<file path="config.mk">
export PLATFORM = sky130hd
export DESIGN_NAME = tbga_queue
export DESIGN_NICKNAME = d
export VERILOG_FILES = /design/src/rtl/tbga_pkg.sv /design/src/rtl/tbga_queue.sv
export SDC_FILE = /design/constraint.sdc
export NUM_CORES = 1
export LEC_CHECK = 0
export BUFFER_PORTS_ARGS = -buffer_cell sky130_fd_sc_hd__buf_2
export CORE_ASPECT_RATIO = 0.8
export CORE_UTILIZATION = 50
export DETAILED_ROUTE_END_ITERATION = 8
export PLACE_DENSITY = 0.81
export SETUP_SLACK_MARGIN = 0.02
export SYNTH_ARGS = -nofsm -noshare
export SYNTH_HDL_FRONTEND = slang
export SYNTH_SLANG_ARGS = --single-unit
</file>
<file path="constraint.sdc">
create_clock -name clk_i -period 2.3 [get_ports clk_i]
set_input_delay 0.115 -clock clk_i [delete_from_list [all_inputs] [get_ports clk_i]]
set_output_delay 0.115 -clock clk_i [all_outputs]
set_load 0.1 [all_outputs]
</file>
<file path="src/rtl/tbga_pkg.sv">
// Shared types, constants and the code-to-glyph mapping for the glyph address block.
package tbga_pkg;

  localparam int unsigned QUEUE_DEPTH = 2;

  typedef logic [15:0] code_t;
  typedef logic [12:0] glyph_t;

  typedef enum logic [1:0] {
    CFG_GLYPH_WIDTH    = 2'd0,
    CFG_GLYPH_HEIGHT   = 2'd1,
    CFG_BITS_PER_PIXEL = 2'd2,
    CFG_GLYPH_BASE     = 2'd3
  } cfg_idx_e;

  typedef struct packed {
    logic [7:0] text_byte;
  } text_item_t;

  typedef struct packed {
    cfg_idx_e    index;
    logic [23:0] wdata;
  } cfg_item_t;

  typedef struct packed {
    logic [15:0] char_code;
    glyph_t      glyph_index;
    logic [25:0] glyph_offset;
    logic        substituted;
  } glyph_item_t;

  typedef struct packed {
    logic [6:0]  glyph_width;
    logic [6:0]  glyph_height;
    logic [3:0]  bits_per_pixel;
    logic [23:0] glyph_base;
  } cfg_t;

  typedef struct packed {
    logic   subst;
    glyph_t glyph;
  } map_t;

  localparam logic [6:0]  RST_GLYPH_WIDTH    = 7'd8;
  localparam logic [6:0]  RST_GLYPH_HEIGHT   = 7'd8;
  localparam logic [3:0]  RST_BITS_PER_PIXEL = 4'd1;
  localparam logic [23:0] RST_GLYPH_BASE     = 24'd0;

  localparam code_t SINGLE_BIAS  = 16'h01E0;
  localparam code_t SYM_BASE     = 16'h8140;
  localparam code_t KANA_LO      = 16'h8240;
  localparam code_t KANA_HI      = 16'h84BF;
  localparam code_t KANJI1_FIRST = 16'h8840;
  localparam code_t KANJI2_FIRST = 16'h9890;
  localparam code_t KANJI3_FIRST = 16'hE040;
  localparam code_t ALIAS_A      = 16'hF056;
  localparam code_t ALIAS_B      = 16'hF040;
  localparam code_t MISSING_CODE = 16'h81A1;
  localparam code_t ROW_GLYPHS   = 16'd192;

  localparam glyph_t MISSING_GLYPH = glyph_t'(MISSING_CODE - SYM_BASE);
  localparam glyph_t ALIAS_A_GLYPH = glyph_t'(16'h81FA - SYM_BASE);
  localparam glyph_t ALIAS_B_GLYPH = glyph_t'(16'h81F9 - SYM_BASE);

  function automatic logic is_lead(input logic [7:0] b);
    return (b >= 8'h80 && b <= 8'h9F) || b >= 8'hE0;
  endfunction

  function automatic logic in_span(input code_t c, input code_t lo, input code_t hi);
    return c >= lo && c <= hi;
  endfunction

  function automatic map_t map_code(input code_t c);
    logic [7:0] hi;
    logic [7:0] lo;
    code_t      g;
    logic       unsup;
    map_t       m;
    hi    = c[15:8];
    lo    = c[7:0];
    g     = '0;
    unsup = 1'b0;
    if (hi == 8'h00) begin
      g = c + SINGLE_BIAS;
    end else if (in_span(c, SYM_BASE, 16'h81FF)) begin
      g = c - SYM_BASE;
    end else if (in_span(c, 16'h839F, 16'h83D6)) begin
      g = c - 16'h81C0;
    end else if (in_span(c, 16'h8440, 16'h8491)) begin
      g = c - 16'h8200;
    end else if (in_span(c, 16'h8740, 16'h879C)) begin
      g = c - 16'h82C0;
    end else if (in_span(c, KANA_LO, KANA_HI)) begin
      // hiragana and katakana blocks; other codes in this span map to glyph zero
      if (in_span(c, 16'h8240, 16'h829A) || in_span(c, 16'h829F, 16'h82F1)) begin
        g = c - 16'h8180;
      end else if (in_span(c, 16'h8340, 16'h83FF)) begin
        g = c - 16'h81C0;
      end else begin
        g = '0;
      end
    end else if (in_span(c, KANJI1_FIRST, 16'h988F)) begin
      g = code_t'(hi - 8'h88) * ROW_GLYPHS + code_t'(lo) + 16'h0500;
    end else if (in_span(c, KANJI2_FIRST, 16'h9FFF)) begin
      g = code_t'(hi - 8'h98) * ROW_GLYPHS + code_t'(lo) + 16'h1100;
    end else if (in_span(c, KANJI3_FIRST, 16'hEAAF)) begin
      g = code_t'(hi - 8'hE0) * ROW_GLYPHS + code_t'(lo) + 16'h1700;
    end else begin
      unsup = 1'b1;
    end

    if (c == ALIAS_A) begin
      m.glyph = ALIAS_A_GLYPH;
      m.subst = 1'b0;
    end else if (c == ALIAS_B) begin
      m.glyph = ALIAS_B_GLYPH;
      m.subst = 1'b0;
    end else if (unsup) begin
      m.glyph = MISSING_GLYPH;
      m.subst = 1'b1;
    end else begin
      m.glyph = g[12:0];
      m.subst = 1'b0;
    end
    return m;
  endfunction

endpackage

</file>
<file path="src/rtl/tbga_queue.sv">
// Small FIFO of assembled codes between front end and back end.
module tbga_queue import tbga_pkg::*; #(
  parameter int unsigned Depth = QUEUE_DEPTH
) (
  input  logic  clk_i,
  input  logic  rst_ni,
  input  logic  push_valid_i,
  output logic  push_ready_o,
  input  code_t push_code_i,
  output logic  pop_valid_o,
  input  logic  pop_ready_i,
  output code_t pop_code_o
);

  localparam int unsigned PtrW = (Depth > 1) ? $clog2(Depth) : 1;
  localparam int unsigned CntW = $clog2(Depth + 1);

  code_t            mem_q [Depth];
  logic [PtrW-1:0]  wr_ptr_q, wr_ptr_d;
  logic [PtrW-1:0]  rd_ptr_q, rd_ptr_d;
  logic [CntW-1:0]  count_q, count_d;
  logic             do_push, do_pop;

  assign push_ready_o = count_q != CntW'(Depth);
  assign pop_valid_o  = count_q != '0;
  assign pop_code_o   = mem_q[rd_ptr_q];
  assign do_push      = push_valid_i && push_ready_o;
  assign do_pop       = pop_valid_o && pop_ready_i;

  always_comb begin
    wr_ptr_d = wr_ptr_q;
    rd_ptr_d = rd_ptr_q;
    count_d  = count_q;
    if (do_push) begin
      wr_ptr_d = (wr_ptr_q == PtrW'(Depth - 1)) ? '0 : wr_ptr_q + 1'b1;
    end
    if (do_pop) begin
      rd_ptr_d = (rd_ptr_q == PtrW'(Depth - 1)) ? '0 : rd_ptr_q + 1'b1;
    end
    if (do_push && !do_pop) begin
      count_d = count_q + 1'b1;
    end else if (do_pop && !do_push) begin
      count_d = count_q - 1'b1;
    end
  end

  always_ff @(posedge clk_i or negedge rst_ni) begin
    if (!rst_ni) begin
      wr_ptr_q <= '0;
      rd_ptr_q <= '0;
      count_q  <= '0;
    end else begin
      wr_ptr_q <= wr_ptr_d;
      rd_ptr_q <= rd_ptr_d;
      count_q  <= count_d;
    end
  end

  always_ff @(posedge clk_i) begin
    if (do_push) begin
      mem_q[wr_ptr_q] <= push_code_i;
    end
  end

  assert property (@(posedge clk_i) disable iff (!rst_ni)
    (do_push && !do_pop) |=> (count_q == $past(count_q) + 1'b1))
    else $error("queue fill count lost an item");

endmodule

</file>
Word-level counts from Yosys, hierarchy flattened
Memory sizes are Yosys's and may differ from the RTL's.
Index checks and enable logic that the tools add are counted.
{"block": "word_totals", "wordCells": 23, "ram_bits": 32, "output_inout_bits": 18, "n_memories": 1, "register_bits": 4, "inputBits": 20}
{"name": "mem_q", "words": 2, "width": 16, "read_ports": 1, "rd_ports_with_merged_regs": 0, "write_ports": 1, "line_no": "tbga_queue.sv:18", "text": "code_t mem_q [Depth];"}
{"block": "classes", "reduce_logical": 8, "eq_ne": 1, "addsub": 4, "n_mux": 6}
{"operator": "logical AND 1 bit", "count": 4}
{"operator": "two-way mux 1 bit", "count": 4}
{"operator": "two-way mux 2 bit", "count": 2}
{"operator": "nonzero test 2 bit", "count": 2}
{"operator": "adder 1 bit, second input constant", "count": 2}
{"operator": "adder 2 x 1 -> 2 bit, second input constant", "count": 1}
{"operator": "logical NOT 1 bit", "count": 2}
{"operator": "inequality test 2 bit, second input constant", "count": 1}
{"operator": "subtractor 2 x 1 -> 2 bit, second input constant", "count": 1}

Depth between registers and ports, before layout
Gate-level depths: netlist of the first run.
{"block": "logic_depth", "depth_word": 6, "depth_mapped": 7}

Least setup slack after synthesis of the first run
Ideal clock, no wire load.
{"block": "synth_path", "kind": "register -> register", "startpoint": "register count_q[0]", "endpoint": "memory mem_q[0][0] in the netlist's numbering, enable pin", "setup_ns": 0.388, "period_less_slack_ns": 2.569, "arrival_time_ns": 2.181, "t_required_ns": 1.912, "path_slack_ns": -0.269, "path_buffers": 0, "stages_incl_launch_ff": 4, "path_cell_list": "dfrtp_1 -> nand2b_1 -> nand2_1 -> nor2_1"}
{"block": "synth_via", "elab_chain_len": 4}
{"element": "start, declared", "line_no": "tbga_queue.sv:21", "text": "logic [CntW-1:0] count_q, count_d;"}
{"element": "start signal, assigned", "line_no": "tbga_queue.sv:55", "text": "count_q <= count_d;"}
{"element": "inequality test 2 bit", "line_no": "tbga_queue.sv:24", "text": "assign push_ready_o = count_q != CntW'(Depth);"}
{"element": "net push_ready_o", "line_no": "tbga_queue.sv:8", "text": "output logic push_ready_o,"}
{"element": "logical AND 1 bit", "line_no": "tbga_queue.sv:27", "text": "assign do_push = push_valid_i && push_ready_o;"}
{"element": "two-way mux 1 bit", "line_no": "tbga_queue.sv:60", "text": "if (do_push) begin"}
{"element": "two-way mux 1 bit (not written as such)", "line_no": "tbga_queue.sv:61", "text": "mem_q[wr_ptr_q] <= push_code_i;"}
{"element": "end, declared", "line_no": "tbga_queue.sv:18"}
The timed path passes the listed nets, and every way through them passes these cells.

Final worst setup path of the first run
{"block": "layout_path", "startpoint": "register rd_ptr_q", "endpoint": "output pop_code_o[1]"}
{"block": "layout_via", "elab_chain_len": 1}
{"element": "start, declared", "line_no": "tbga_queue.sv:20", "text": "logic [PtrW-1:0] rd_ptr_q, rd_ptr_d;"}
{"element": "start signal, assigned", "line_no": "tbga_queue.sv:54", "text": "rd_ptr_q <= rd_ptr_d;"}
{"element": "memory read (2 x 16 bit)"}
{"element": "end, declared", "line_no": "tbga_queue.sv:12", "text": "output code_t pop_code_o"}
No other way between the ends.

==> flow_summary.html, run 1 <==
<table>
<tr><th>Metric</th><th>Value</th></tr>
<tr><th colspan="2">Route</th></tr>
<tr><td>Post-DRT Antenna Nets</td><td>0</td></tr>
<tr><td>Total wirelength of the detailed-routed design</td><td>about 2.1 mm</td></tr>
<tr><td>Remaining design rule violation count</td><td>0</td></tr>
<tr><td>Routed via count</td><td>~770</td></tr>
<tr><td>Post-DR vias/cell</td><td>about 4.6</td></tr>
<tr><td>Detailed router's first-iteration violation count</td><td>15</td></tr>
<tr><td>Total iterations of the first detailed-routing run</td><td>4</td></tr>
<tr><td>Detailed-route wire length per cell</td><td>~13 microns</td></tr>
<tr><th colspan="2">Synth</th></tr>
<tr><td>Number of nets in the synthesized netlist</td><td>89</td></tr>
<tr><td>YS warnings</td><td>0</td></tr>
<tr><td>Mapped Cells</td><td>68</td></tr>
<tr><td>Proportion of synthesized chip area in sequential cells</td><td>approximately 76%</td></tr>
<tr><td>Netlist area before placement</td><td>roughly 1400 sq um</td></tr>
<tr><td>Cell variety after synth</td><td>16</td></tr>
<tr><td>Flip-flop and latch count after synthesis</td><td>36</td></tr>
<tr><td>Per-instance average area after synthesis</td><td>just over 20 sq um</td></tr>
<tr><th colspan="2">Timing</th></tr>
<tr><td>Share of the cycle needed by the critical path after routing</td><td>~90%</td></tr>
<tr><td>Worst slew margin relative to its limit</td><td>42.4%</td></tr>
<tr><td>Number of endpoints with negative hold slack in the final report</td><td>0</td></tr>
<tr><td>Setup Viol. Count Final</td><td>0</td></tr>
<tr><td>Fmax achieved</td><td>about 480 MHz</td></tr>
<tr><td>Setup repair after global routing missed its margin</td><td>no</td></tr>
<tr><td>Sum Neg Setup Slack</td><td>0 ps</td></tr>
<tr><td>Number of slew-limit violations in the final report</td><td>0</td></tr>
<tr><td>Slew at the pin closest to its max-slew limit</td><td>864 ps</td></tr>
<tr><td>Time the worst path needs with I/O delays and setup</td><td>between 2000 and 2500 ps</td></tr>
<tr><td>Worst clock skew on the final layout</td><td>a little under 4 ps</td></tr>
<tr><td>Crit path setup slack, layout</td><td>approximately 220 ps</td></tr>
<tr><th colspan="2">Floorplan</th></tr>
<tr><td>Width of the die</td><td>approximately 60 microns</td></tr>
<tr><td>Starting density of the core</td><td>55.2%</td></tr>
<tr><td>Area enclosed by the die boundary</td><td>just over 3000 sq um</td></tr>
<tr><td>Area of the core</td><td>roughly 2500 sq um</td></tr>
<tr><td>Site Rows</td><td>16</td></tr>
<tr><td>Vertical die dimension</td><td>approximately 50 microns</td></tr>
<tr><td>Number of ports placed on the die boundary</td><td>38</td></tr>
<tr><th colspan="2">Clocking</th></tr>
<tr><td>Clock-pin slew of the registers on the worst-case setup and hold paths</td><td>about 90 ps</td></tr>
<tr><td>Sinks on Clock Net</td><td>36</td></tr>
<tr><td>Clock latency on the worst-skew pair</td><td>around 320 ps</td></tr>
<tr><td>CTS tree</td><td>yes</td></tr>
<tr><td>Num CTS Buffers</td><td>5</td></tr>
<tr><td>CTS root buf</td><td>clkbuf_4</td></tr>
<tr><td>Quantity of gates resized following cts</td><td>0</td></tr>
<tr><td>Clock tree buffer depth</td><td>2</td></tr>
<tr><td>Number of levels in the clock H-tree</td><td>2</td></tr>
<tr><th colspan="2">Placed design</th></tr>
<tr><td>Count of input and output buffers</td><td>37</td></tr>
<tr><td>Post-Place Setup Slack</td><td>roughly 580 ps</td></tr>
<tr><td>HPWL Detailed</td><td>approximately 1.4 mm</td></tr>
<tr><td>Instance count after placement with tap cells included</td><td>140</td></tr>
<tr><td>RD Place Congestion</td><td>between 0.6 and 0.7</td></tr>
<tr><th colspan="2">Final layout</th></tr>
<tr><td>Fraction of layout cells with a size suffix above 1</td><td>between 40% and 50%</td></tr>
<tr><td>Antenna fix cells</td><td>0</td></tr>
<tr><td>Number of standard cells in the final layout excluding fillers</td><td>165</td></tr>
<tr><td>Leading cell types in the layout, fill and taps excluded</td><td>buf_2 (37), edfxtp_1 (32), dlygate4sd3_1 (17)</td></tr>
<tr><td>Area Growth Syn to Fin</td><td>30.5%</td></tr>
<tr><td>Most common library cell in the layout ignoring fill and taps</td><td>buf_2</td></tr>
<tr><td>Post-layout net count</td><td>149</td></tr>
<tr><th colspan="2">Global routing</th></tr>
<tr><td>Pin count of the biggest net entering global routing</td><td>18</td></tr>
<tr><td>Congestion Overflow GR</td><td>0</td></tr>
<tr><td>Number of global-route vias before repair</td><td>between 700 and 800</td></tr>
<tr><td>Global-route usage over all layers</td><td>16.6%</td></tr>
<tr><td>Global-route wire length before repair</td><td>3.35 mm</td></tr>
<tr><td>Initial antenna violation count</td><td>0</td></tr>
<tr><th colspan="2">Worst setup path</th></tr>
<tr><td>Worst setup path class</td><td>reg2out</td></tr>
<tr><td>Data required time at the worst endpoint</td><td>2180 ps</td></tr>
<tr><td>Worst EP arrival</td><td>between 1500 and 2000 ps</td></tr>
<tr><td>Critical-path maximum fanout</td><td>17</td></tr>
<tr><td>Worst setup EP type</td><td>output pin</td></tr>
<tr><td>CP Launch Type</td><td>flip-flop</td></tr>
<tr><th colspan="2">Run</th></tr>
<tr><td>Total of max-cap violations</td><td>0</td></tr>
<tr><th colspan="2">Run status</th></tr>
<tr><td>Run status</td><td>complete, no violations</td></tr>
<tr><th colspan="2">Hold path</th></tr>
<tr><td>Path category of the worst min-delay check</td><td>in2reg</td></tr>
</table>
## repair_timing
item	4_1_cts	5_1_grt
hold endpoints to repair	36	0
buffers inserted	0	0
setup endpoints to repair	0	0
hold buffers	17	0
## metal layers
layer | vias to the layer above | part of all wire, % | GRT usage [%]
met5 | - | 0 | 0
li1 | 373 | - | -
met4 | 0 | 2.4 | 11.4
met1 | 356 | 40 | 18.4
met3 | 7 | 6.3 | 5.84
met2 | 29 | 51 | 26.3
## final cells by class
class | instances | area, sq um
multi-input combinational | 29 | 309
fill | 177 | 712
sequential | 36 | 1060
tap | 36 | 45.0
clock buffer | 7 | 45.0
timing repair buffer | 55 | 363
clock inverter | 1 | 3.75
inverter | 1 | 3.75
## critical path: stages (launching register included)
cell     delay, ps
dfrtp_1        920
mux2_2         300
buf_2          420
## cell families (layout without fill, tap and decap cells)
family        count (synthesis)  in the layout  synth area share [%]
buf+inv                       3             64                  2.50
fa+ha+maj                     1              1                 0.892
mux                          16             16                  15.3
xor+xnor                      5              5                  3.12
flops                        36             36                  75.6
simple gates                  7              7                  2.59
## final timing paths
kind	depth (start not counted)	to	from	slack, ps
worst max register to register	2	mem_q[1][9]	count_q[0]	710
worst max-delay path	2	pop_code_o[1]	rd_ptr_q	220
worst min-delay path	3	rd_ptr_q	pop_ready_i	60
min in group asynchronous	2	wr_ptr_q	rst_ni	150
max in group asynchronous	2	count_q[1]	rst_ni	2030
worst min register to register	1	wr_ptr_q	wr_ptr_q	500
## Yosys cell counts
cell type / n / share of area, %
buf_12: 1 / 1.4
xor2_1: 2 / 1.2
mux2_2: 7 / 5.6
dfrtp_1: 4 / 7.1
mux2_4: 9 / 9.6
nor2_1: 2 / 0.54
buf_6: 1 / 0.80
or2_1: 1 / 0.45
xnor2_1: 3 / 1.9
nand2b_1: 1 / 0.45
nand2_2: 1 / 0.45
inv_1: 1 / 0.27
nand2_1: 1 / 0.27
edfxtp_1: 32 / 69
ha_1: 1 / 0.89
and3_1: 1 / 0.45
## stage by stage
stage | area (sq um) | utilization, % | hold slack, ps
after detailed placement | 1610 | 63.4 | -75.0
after CTS | 1830 | 72.0 | 35.3
after floorplan | 1410 | - | -181
after global routing | 1830 | 72.0 | 45.2
after global placement | 1610 | 63.4 | -75.8
final | 1830 | 72.0 | 58.3
## state kept, by name (all words and copies together), names as in the netlist
name      flops
count_q       2
mem_q        32
rd_ptr_q      1
wr_ptr_q      1
Power of run 1 is left out: the tool's default activity adds up to more than one toggle a clock period on the data nets, which glitch-free logic cannot reach.
==> run 2, diff against run 1 <==
--- a/config.mk
+++ b/config.mk
@@ -5,7 +5,7 @@
 export SDC_FILE = /design/constraint.sdc
 export NUM_CORES = 1
 export LEC_CHECK = 0
-export BUFFER_PORTS_ARGS = -buffer_cell sky130_fd_sc_hd__buf_2
+export BUFFER_PORTS_ARGS = -buffer_cell sky130_fd_sc_hd__clkbuf_2
 export CORE_ASPECT_RATIO = 0.8
 export CORE_UTILIZATION = 50
 export DETAILED_ROUTE_END_ITERATION = 8
==> run 2 against run 1 <==
- register-to-register slack is essentially flat
- routed wire length grew 5.0%
- fmax grew 20%
- largest cell class unchanged
- highest routed layer unchanged
==> flow_summary.html, run 2 (synthesis gave the netlist of run 1 again) <==
<table>
<tr><th>Metric</th><th>Value</th></tr>
<tr><th colspan="2">Route</th></tr>
<tr><td>Total wirelength of the detailed-routed design</td><td>roughly 2.2 mm</td></tr>
<tr><td>Detailed-route wire length per cell</td><td>around 13 microns</td></tr>
<tr><td>Wire length on met2</td><td>between 1 and 1.5 mm</td></tr>
<tr><td>Total iterations of the first detailed-routing run</td><td>4</td></tr>
<tr><td>Highest signal layer in the routed design</td><td>met4</td></tr>
<tr><td>Post-Route M1 WL</td><td>about 870 microns</td></tr>
<tr><td>Detailed router's first-iteration violation count</td><td>7</td></tr>
<tr><td>Post-DRT Antenna Nets</td><td>0</td></tr>
<tr><td>Routed via count</td><td>slightly below 800</td></tr>
<tr><td>Post-DR vias/cell</td><td>around 4.6</td></tr>
<tr><td>Met3 wire length</td><td>roughly 160 microns</td></tr>
<tr><td>Remaining design rule violation count</td><td>0</td></tr>
<tr><th colspan="2">Worst setup path</th></tr>
<tr><td>Data required time at the worst endpoint</td><td>approximately 2200 ps</td></tr>
<tr><td>Worst EP arrival</td><td>around 1600 ps</td></tr>
<tr><td>Worst setup path class</td><td>reg2out</td></tr>
<tr><td>Critical-path maximum fanout</td><td>10</td></tr>
<tr><td>CP Launch Type</td><td>flip-flop</td></tr>
<tr><td>Worst setup EP type</td><td>output pin</td></tr>
<tr><th colspan="2">Final layout</th></tr>
<tr><td>Most common library cell in the layout ignoring fill and taps</td><td>clkbuf_2</td></tr>
<tr><td>Biggest registers after layout</td><td>mem_q: 32 flops, count_q: 2 flops</td></tr>
<tr><td>Largest register by flop count</td><td>mem_q</td></tr>
<tr><td>Fraction of layout cells with a size suffix above 1</td><td>between 40% and 50%</td></tr>
<tr><td>Max FFs per register</td><td>32</td></tr>
<tr><td>Post-layout net count</td><td>151</td></tr>
<tr><td>Antenna fix cells</td><td>0</td></tr>
<tr><td>Area Growth Syn to Fin</td><td>31.6%</td></tr>
<tr><td>Leading cell types in the layout, fill and taps excluded</td><td>clkbuf_2 (37), edfxtp_1 (32), dlygate4sd3_1 (17)</td></tr>
<tr><th colspan="2">Floorplan</th></tr>
<tr><td>Site Rows</td><td>16</td></tr>
<tr><td>Width of the die</td><td>approximately 60 microns</td></tr>
<tr><td>Area enclosed by the die boundary</td><td>between 3000 and 4000 sq um</td></tr>
<tr><td>Starting density of the core</td><td>between 50% and 60%</td></tr>
<tr><td>Number of ports placed on the die boundary</td><td>38</td></tr>
<tr><td>Vertical die dimension</td><td>about 50 microns</td></tr>
<tr><td>Area of the core</td><td>roughly 2500 sq um</td></tr>
<tr><th colspan="2">Global routing</th></tr>
<tr><td>Initial antenna violation count</td><td>0</td></tr>
<tr><td>Pin count of the biggest net entering global routing</td><td>17</td></tr>
<tr><td>Congestion Overflow GR</td><td>0</td></tr>
<tr><td>Global-route wire length before repair</td><td>approximately 3.5 mm</td></tr>
<tr><td>Global-route usage over all layers</td><td>~18%</td></tr>
<tr><td>Number of global-route vias before repair</td><td>810</td></tr>
<tr><th colspan="2">Clocking</th></tr>
<tr><td>Post-CTS Setup Inserts</td><td>0</td></tr>
<tr><td>Cts hold-fix bufs</td><td>17</td></tr>
<tr><td>Quantity of gates resized following cts</td><td>0</td></tr>
<tr><td>Number of levels in the clock H-tree</td><td>2</td></tr>
<tr><td>Clock tree buffer depth</td><td>2</td></tr>
<tr><td>CTS root buf</td><td>clkbuf_4</td></tr>
<tr><td>Num CTS Buffers</td><td>5</td></tr>
<tr><td>Clock latency on the worst-skew pair</td><td>roughly 320 ps</td></tr>
<tr><td>Clock-pin slew of the registers on the worst-case setup and hold paths</td><td>~100 ps</td></tr>
<tr><td>CTS tree</td><td>yes</td></tr>
<tr><td>Sinks on Clock Net</td><td>36</td></tr>
<tr><th colspan="2">Timing</th></tr>
<tr><td>Slew at the pin closest to its max-slew limit</td><td>around 750 ps</td></tr>
<tr><td>Time the worst path needs with I/O delays and setup</td><td>around 1700 ps</td></tr>
<tr><td>Worst clock skew on the final layout</td><td>~7.5 ps</td></tr>
<tr><td>Setup repair after global routing missed its margin</td><td>no</td></tr>
<tr><td>Worst slew margin relative to its limit</td><td>between 40 and 50%</td></tr>
<tr><td>Share of the cycle needed by the critical path after routing</td><td>~75%</td></tr>
<tr><td>Number of slew-limit violations in the final report</td><td>0</td></tr>
<tr><td>Fmax achieved</td><td>between 500 and 600 MHz</td></tr>
<tr><td>Number of endpoints with negative hold slack in the final report</td><td>0</td></tr>
<tr><td>Sum Neg Setup Slack</td><td>0 ps</td></tr>
<tr><td>Final hold slack</td><td>approximately 31 ps</td></tr>
<tr><td>Setup Viol. Count Final</td><td>0</td></tr>
<tr><th colspan="2">Placed design</th></tr>
<tr><td>Count of input and output buffers</td><td>37</td></tr>
<tr><td>HPWL Detailed</td><td>approximately 1.4 mm</td></tr>
<tr><td>RD Place Congestion</td><td>around 0.67</td></tr>
<tr><th colspan="2">Run status</th></tr>
<tr><td>Run status</td><td>complete, no violations</td></tr>
<tr><th colspan="2">Hold path</th></tr>
<tr><td>Path category of the worst min-delay check</td><td>in2reg</td></tr>
<tr><th colspan="2">Run</th></tr>
<tr><td>Total of max-cap violations</td><td>0</td></tr>
</table>
run 2: area by class of cell:
cell class	count	area, sq um
Clock buffer	7	45.0
Clock inverter	1	3.75
Fill cell	186	697
Inverter	1	3.75
Multi-Input combinational cell	29	309
Sequential cell	36	1060
Tap cell	36	45.0
Timing Repair Buffer	57	378
run 2: routing by layer:
metal | up-vias | track usage [%]
met3 | 4 | 6.90
li1 | 382 | -
met4 | 0 | 8.33
met5 | - | 0
met1 | 357 | 18.9
met2 | 33 | 29.3
run 2: final timing paths:
path / from / slack, ps / cells past startpoint / end
worst min register to register: wr_ptr_q / 500 / 1 / wr_ptr_q
min in group asynchronous: rst_ni / 120 / 2 / rd_ptr_q
worst max register to register: count_q[0] / 720 / 2 / mem_q[1][1]
max in group asynchronous: rst_ni / 2040 / 2 / wr_ptr_q
worst max-delay path: rd_ptr_q / 570 / 3 / pop_code_o[3]
worst min-delay path: pop_ready_i / 30 / 3 / rd_ptr_q
run 2: stage by stage:
step                instance area, sq um  instances  util (%)  setup slack (ps)
global route                        1850        167      72.6               497
CTS                                 1850        167      72.6               557
floorplan                           1410         68         -               124
finish                              1850        167      72.6               574
global placement                    1630        142      64.0               745
detailed placement                  1630        142      64.0               685
run 2: worst max-delay path, cell delays in order (launching register included):
cell and delay [ps]:
dfrtp_1 350, buf_4 210, mux2_2 360, clkbuf_2 370
Power of run 2 is left out for the same reason.
